[src/hw/rtl/bpa_pkg.sv]
`timescale 1ns / 1ps
// ----------------------------------------------------------------------------
// bpa_pkg: shared types and constants of the buddy page allocator
// Tree geometry, request/result beats, controller command and status groups.
// ----------------------------------------------------------------------------
package bpa_pkg;

  // Tree geometry, all derived from the leaf count (a power of two)
  localparam int LEAF_LOG2  = 10;
  localparam int LEAF_PAGES = 1 << LEAF_LOG2;
  localparam int ROWS       = LEAF_PAGES - 1;          // one row per inner node
  localparam int ROW_W      = LEAF_LOG2;
  localparam int IDX_W      = LEAF_LOG2 + 1;           // heap index, 2*LEAF-1 nodes
  localparam int SIZE_W     = LEAF_LOG2 + 1;           // node value 0..LEAF_PAGES
  localparam int DEPTH_W    = $clog2(LEAF_LOG2 + 1);

  // Beat field widths
  localparam int REQ_W = 11;
  localparam int OFS_W = 10;

  localparam logic [SIZE_W-1:0] LEAF_SIZE = SIZE_W'(LEAF_PAGES);

  localparam logic OP_ALLOC = 1'b0;
  localparam logic OP_FREE  = 1'b1;

  typedef struct packed {
    logic             operation;
    logic [REQ_W-1:0] request_pages;
    logic [OFS_W-1:0] page_offset_in;
  } req_t;

  typedef struct packed {
    logic [OFS_W-1:0] page_offset_out;
    logic [REQ_W-1:0] freed_pages;
    logic             fail;
  } result_t;

  // Controller -> datapath
  typedef struct packed {
    logic init_step;   // clearing pass: write one row
    logic load;        // latch a request
    logic rd;          // read children row of current node
    logic step;        // descend one level using read data
    logic asc_setup;   // prepare the upward pass
    logic asc_step;    // write node, move to parent
    logic set_fail;
    logic report;      // emit the result beat
  } ctrl_cmd_t;

  // Datapath -> controller
  typedef struct packed {
    logic init_last;
    logic req_bad;
    logic desc_end;
    logic free_miss;
    logic at_root;
  } ctrl_stat_t;

  // Round up to a power of two, zero counts as one
  function automatic logic [REQ_W:0] round_pow2(input logic [REQ_W-1:0] n);
    logic [REQ_W-1:0] m;
    logic [REQ_W:0]   p;
    m = (n == '0) ? '0 : n - REQ_W'(1);
    p = (REQ_W+1)'(1);
    for (int i = 0; i < REQ_W; i++) begin
      if (m[i]) p = (REQ_W+1)'(1) << (i + 1);
    end
    return p;
  endfunction

endpackage

[src/hw/rtl/bpa_ctrl.sv]
`timescale 1ns / 1ps
// ----------------------------------------------------------------------------
// bpa_ctrl: sequencer of the buddy page allocator
// Clearing pass, request check, tree descent, climb and result beat.
// ----------------------------------------------------------------------------
module bpa_ctrl (
  input  logic                  clk,
  input  logic                  rst,
  input  logic                  start,
  input  bpa_pkg::ctrl_stat_t   st,
  output bpa_pkg::ctrl_cmd_t    cmd,
  output logic                  busy
);

  typedef enum logic [6:0] {
    ST_INIT   = 7'b0000001,
    ST_IDLE   = 7'b0000010,
    ST_CHECK  = 7'b0000100,
    ST_READ   = 7'b0001000,
    ST_WALK   = 7'b0010000,
    ST_CLIMB  = 7'b0100000,
    ST_REPORT = 7'b1000000
  } state_t;

  state_t state, state_next;

  always_ff @(posedge clk) begin
    if (rst) state <= ST_INIT;
    else     state <= state_next;
  end

  always_comb begin
    state_next = state;
    cmd        = '0;
    unique case (state)
      ST_INIT: begin
        cmd.init_step = 1'b1;
        if (st.init_last) state_next = ST_IDLE;
      end
      ST_IDLE: begin
        if (start) begin
          cmd.load   = 1'b1;
          state_next = ST_CHECK;
        end
      end
      ST_CHECK: begin
        if (st.req_bad) begin
          cmd.set_fail = 1'b1;
          state_next   = ST_REPORT;
        end else begin
          state_next   = ST_READ;
        end
      end
      ST_READ: begin
        if (st.desc_end) begin
          if (st.free_miss) begin
            cmd.set_fail = 1'b1;
            state_next   = ST_REPORT;
          end else begin
            cmd.asc_setup = 1'b1;
            state_next    = ST_CLIMB;
          end
        end else begin
          cmd.rd     = 1'b1;
          state_next = ST_WALK;
        end
      end
      ST_WALK: begin
        cmd.step   = 1'b1;
        state_next = ST_READ;
      end
      ST_CLIMB: begin
        cmd.asc_step = 1'b1;
        if (st.at_root) state_next = ST_REPORT;
      end
      ST_REPORT: begin
        cmd.report = 1'b1;
        state_next = ST_IDLE;
      end
      default: state_next = ST_INIT;
    endcase
  end

  assign busy = (state != ST_IDLE);

endmodule

[config.mk]
export PLATFORM = sky130hd
export DESIGN_NAME = bpa_ctrl
export DESIGN_NICKNAME = d
export VERILOG_FILES = /design/src/hw/rtl/bpa_pkg.sv /design/src/hw/rtl/bpa_ctrl.sv
export SDC_FILE = /design/constraint.sdc
export NUM_CORES = 1
export LEC_CHECK = 0
export ABC_AREA = 1
export BUFFER_PORTS_ARGS = -buffer_cell sky130_fd_sc_hd__buf_2
export CAP_MARGIN = 10
export CORE_AREA = 2 2 39 41
export DETAILED_ROUTE_END_ITERATION = 8
export DIE_AREA = 0 0 41 43
export SLEW_MARGIN = 20
export SYNTH_ARGS = -nofsm -noshare
export SYNTH_HDL_FRONTEND = slang
export SYNTH_SLANG_ARGS = --single-unit
export TNS_END_PERCENT = 10
[constraint.sdc]
create_clock -name clk -period 1.2 [get_ports clk]
set_input_delay 0.06 -clock clk [delete_from_list [all_inputs] [get_ports clk]]
set_output_delay 0.06 -clock clk [all_outputs]
set_load 0.05 [all_outputs]
# Yosys cells after proc, flatten, opt, wreduce, memory -nomap -nowiden
# Cells that the tools add are included.
# classes
mux	22
n_reduce_logical	1
n_eq_ne	11
# ops
op	count
7-bit case mux with 7 select lines	1
7-bit two-way mux	6
1-bit two-way mux	14
7-bit by 1-bit equality test with 1-bit output (second input constant)	1
7-bit by 2-bit equality test with 1-bit output (second input constant)	1
7-bit by 3-bit equality test with 1-bit output (second input constant)	1
7-bit by 4-bit equality test with 1-bit output (second input constant)	1
7-bit by 5-bit equality test with 1-bit output (second input constant)	1
7-bit by 6-bit equality test with 1-bit output (second input constant)	1
7-bit equality test (second input constant)	1
7-bit by 2-bit != test with 1-bit output (second input constant)	1
2-bit != test (second input constant)	3
3-bit AND reduction	1
1-bit case mux with 2 select lines	1
# totals
word_cells	35
ff_bits	7

# Logic depth before layout (Yosys ltp)
# logic_depth
depth_word	3
ltp_mapped	8

# Least setup slack after synthesis
# No wires, ideal clock.
# synth_path
kind	flip-flop to output port
from	reg state[5]
to	out cmd[6] (netlist name)
n_path_buf	0
slack_ps	-576
arrival_ps	1716
stages_incl_launch_ff	6
cell_sequence	dfxtp_1 inv_2 nand2_2 nor2_4 nand2_1 nor2_1
# synth_lines
item	line_no	text
start, declared	bpa_ctrl.sv:25	state_t state, state_next;
start signal, assigned	bpa_ctrl.sv:29	else state <= state_next;
end, declared	bpa_ctrl.sv:11	output bpa_pkg::ctrl_cmd_t cmd,

==> run summary <==
The run finished, with violations left. The final reports fail on negative setup slack. The kind of critical path is flip-flop to primary output. Of the total synthesized cell area, the portion taken by AND, OR, NAND and NOR gates is 0.538. The max-slew violation count came out at 0. Measured against the total synthesized area, the mux share comes to 0. Excluding fillers, the count of instances in the completed layout stands at 131. The top achievable clock speed is 0.741 GHz. The xor-xnor portion of the synthesized cell area came out at 0. The worst slew slack as a fraction of its limit came out at 0.878. The total die area is 0.00176 mm2. The root cell of the clock tree is sky130_fd_sc_hd__clkbuf_4. The largest registers in the layout are state: 7 flops. The largest single stage delay on the critical path is 0.33 ns. The worst hold path class is input port to flip-flop. For this design the top-level I/O count stands at 17.

The worst IR drop on VDD came out at 539 uV. The pin count of the biggest net entering global routing came out at 8. The share of the synthesized area in the top cell type is 0.286. The HPWL reported at the end of detailed placement is 984 um. The category of cells accounting for the largest share of critical-path delay is simple AND/OR/NAND/NOR gates. The power density of the placed cells came out at 1020 mW/mm2. After routing, the total negative slack on setup checks comes to -1.06 ns. The synthesized netlist net count came out at 94.

The length of the first detailed-routing pass in iterations is 4. The share of layout cells above drive strength 1 is 0.539. The worst hold margin is 0.0188 ns. The die boundary height came out at 43 um. The number of inserted diodes came out at 0.

Setup repair after global routing could not meet its margin everywhere. The number of antenna violations at the first check in global routing is 0. The clock latency on the worst-skew pair came out at 0.25 ns. The final period demand of the worst path is 1.35 ns.

For this run, the total global-route usage over all layers was measured as 0.176. In this run the remaining antenna-violating nets after routing total 0. Together, buffers and inverters on the worst path number 2. By area the synthesized netlist is led by sky130_fd_sc_hd__dfxtp_1 29%, sky130_fd_sc_hd__nand2_1 16%, sky130_fd_sc_hd__inv_1 12%, sky130_fd_sc_hd__nor2_1 12%, sky130_fd_sc_hd__nand3_1 9.2%. The part of the cycle the worst path needs is 1.12. In the routed layout, each cell is associated on average with a via count of 4.53. After detailed routing, the total wire length is 1.34 mm. The final hold violation count is 0. Compared with the post-synthesis result, the final layout area differs by 66.1%. The cell area after placement came out at 618 um2. The mean instance size in the synthesized netlist is 5.70 um2. The compound-gate portion of the synthesized area is 0.0306.

The overall via count from detail_route came out at 594. The main combinational cell family by area after synthesis is simple AND/OR/NAND/NOR gates. The cts-stage hold buffer count came out at 0. The slack of the critical path is -0.150 ns. The transition time of the tightest slew-check pin is 0.182 ns. The data arrival time of the critical path came out at 1.29 ns. The setup clock skew after layout came out at 0.00479 ns. After global routing the overflow that remains totals 0. The die width is 41 um. The setup slack after placement came out at -0.0135 ns. The final standard cell area without fillers came out at 815 um2. The first global-routing pass estimated 2.08 mm of wire. The netlist area before placement is 490 um2. The worst setup path is captured at a primary output.

The routability-driven placement congestion ratio is 0.818. For this design, the slowest cell found on the critical path is sky130_fd_sc_hd__dfxtp_2. The site row count is 14. After detailed routing, the average wire length per cell comes to 10.2 um. The largest register by flop count is state. The synthesis warning total came out at 0. The total number of nets in the final design is 124. The signal on the critical path passes through inv_2 > nand2_2 > nor2_4 > nand3b_1 > nand2_1 > buf_6. The synthesized design spends more area on one cell type than any other, namely sky130_fd_sc_hd__dfxtp_1.

The number of global-route vias before repair came out at 542. The DRC marker count from the first detailed-route iteration is 6. The count of buffers added on input and output ports is 16. The setup violation total in the final timing report came out at 13. The number of CTS-inserted buffers came out at 3.

For this configuration, the core starts out at a cell density of 0.354. The placeable core region came out at 0.00138 mm2. The TritonCTS clock tree is yes.

The clock sink count is 7. Max-cap violations in this run came to 0. Counting tap cells, the placed design contains a total of 120 instances. The flop and latch count out of synthesis came out at 7. The number of distinct library cell variants in the gate-level netlist after synthesis came out at 14.

The maximum root-to-sink buffer count came out at 2. The number of flip-flops under the largest register name is 7. The adder and majority gate portion of the synthesized area came out at 0. The synthesized instance count came out at 86.

The endpoint required time on the critical path came out at 1.14 ns. The maximum level of the CTS H-tree came out at 1. The post-route DRC violation count is 0. The leakage power came out at 0.447 nW. The peak fanout along the critical path is 7. The worst setup path is launched from a flip-flop. The clock-pin slew on the worst setup and hold paths is 0.05 ns.

The sequential share of the synthesized area came out at 0.286.
cell type report:
cell class                      count  area [um2]
Clock buffer                        4        26.3
Sequential cell                     7         145
Inverter                           19        71.3
Multi-Input combinational cell     60         344
Tap cell                           16        20.0
Timing Repair Buffer               25         208
Fill cell                         136         569
where the power goes:
group	internal [W]	leakage (nW)	switching, W
combinational	0.000127	0.373	0.000226
sequential	0.000253	0.0588	0.0000144
clock	0.000127	0.0150	0.0000865
synthesized netlist by cell type, drive strengths merged:
library cell,count
or2,1
inv,19
nand3b,1
a21oi,3
nand3,11
nor2,19
nand2,23
dfxtp,7
nor3,2
cell families after synthesis:
kind of cell	Yosys count
compound gates	3
buf+inv	19
flops	7
simple gates	57
through the flow:
step                total power, W  utilization
floorplan                 0.000472            -
global placement          0.000533        0.447
global route              0.000883        0.589
CTS                       0.000811        0.570
finish                    0.000833        0.589
detailed placement        0.000534        0.447
layout by cell type, fill, tap and decap left out, types with 3 or more instances in the layout:
cell                       count
sky130_fd_sc_hd__dfxtp_1       3
sky130_fd_sc_hd__nand3_1       8
sky130_fd_sc_hd__nor2_1        4
sky130_fd_sc_hd__buf_6         8
sky130_fd_sc_hd__nand3_2       3
sky130_fd_sc_hd__nand2_1      18
sky130_fd_sc_hd__clkbuf_4      3
sky130_fd_sc_hd__a21oi_1       3
sky130_fd_sc_hd__dfxtp_2       4
sky130_fd_sc_hd__buf_2         7
sky130_fd_sc_hd__nand2_2       5
sky130_fd_sc_hd__inv_1        14
sky130_fd_sc_hd__nor2_2       11
sky130_fd_sc_hd__nor2_4        4
sky130_fd_sc_hd__buf_4         9
sky130_fd_sc_hd__inv_2         5
layer usage:
| layer | global-route usage | up-vias | wire (um) |
|---|---|---|---|
| li1 | - | 316 | - |
| met2 | 0.284 | 15 | 723 |
| met5 | 0 | - | 0 |
| met4 | 0.0800 | 0 | 18 |
| met3 | 0.0524 | 2 | 65 |
| met1 | 0.202 | 261 | 534 |
final timing paths:
check                               from       end  slack [ns]  cells after the start
worst max-delay path            state[4]    cmd[1]       -0.15                      6
worst min-delay path               st[2]  state[4]        0.02                      2
worst max register to register  state[4]  state[6]       -0.08                     10
worst min register to register  state[6]  state[4]        0.64                      3
repair_timing:
item                       4_1_cts  5_1_grt
pin swaps                        9        1
setup endpoints to repair        9       13
gates cloned                     0        0
resized for setup               34        8
setup buffers                    7        0
(Power assumes the default switching activity.)
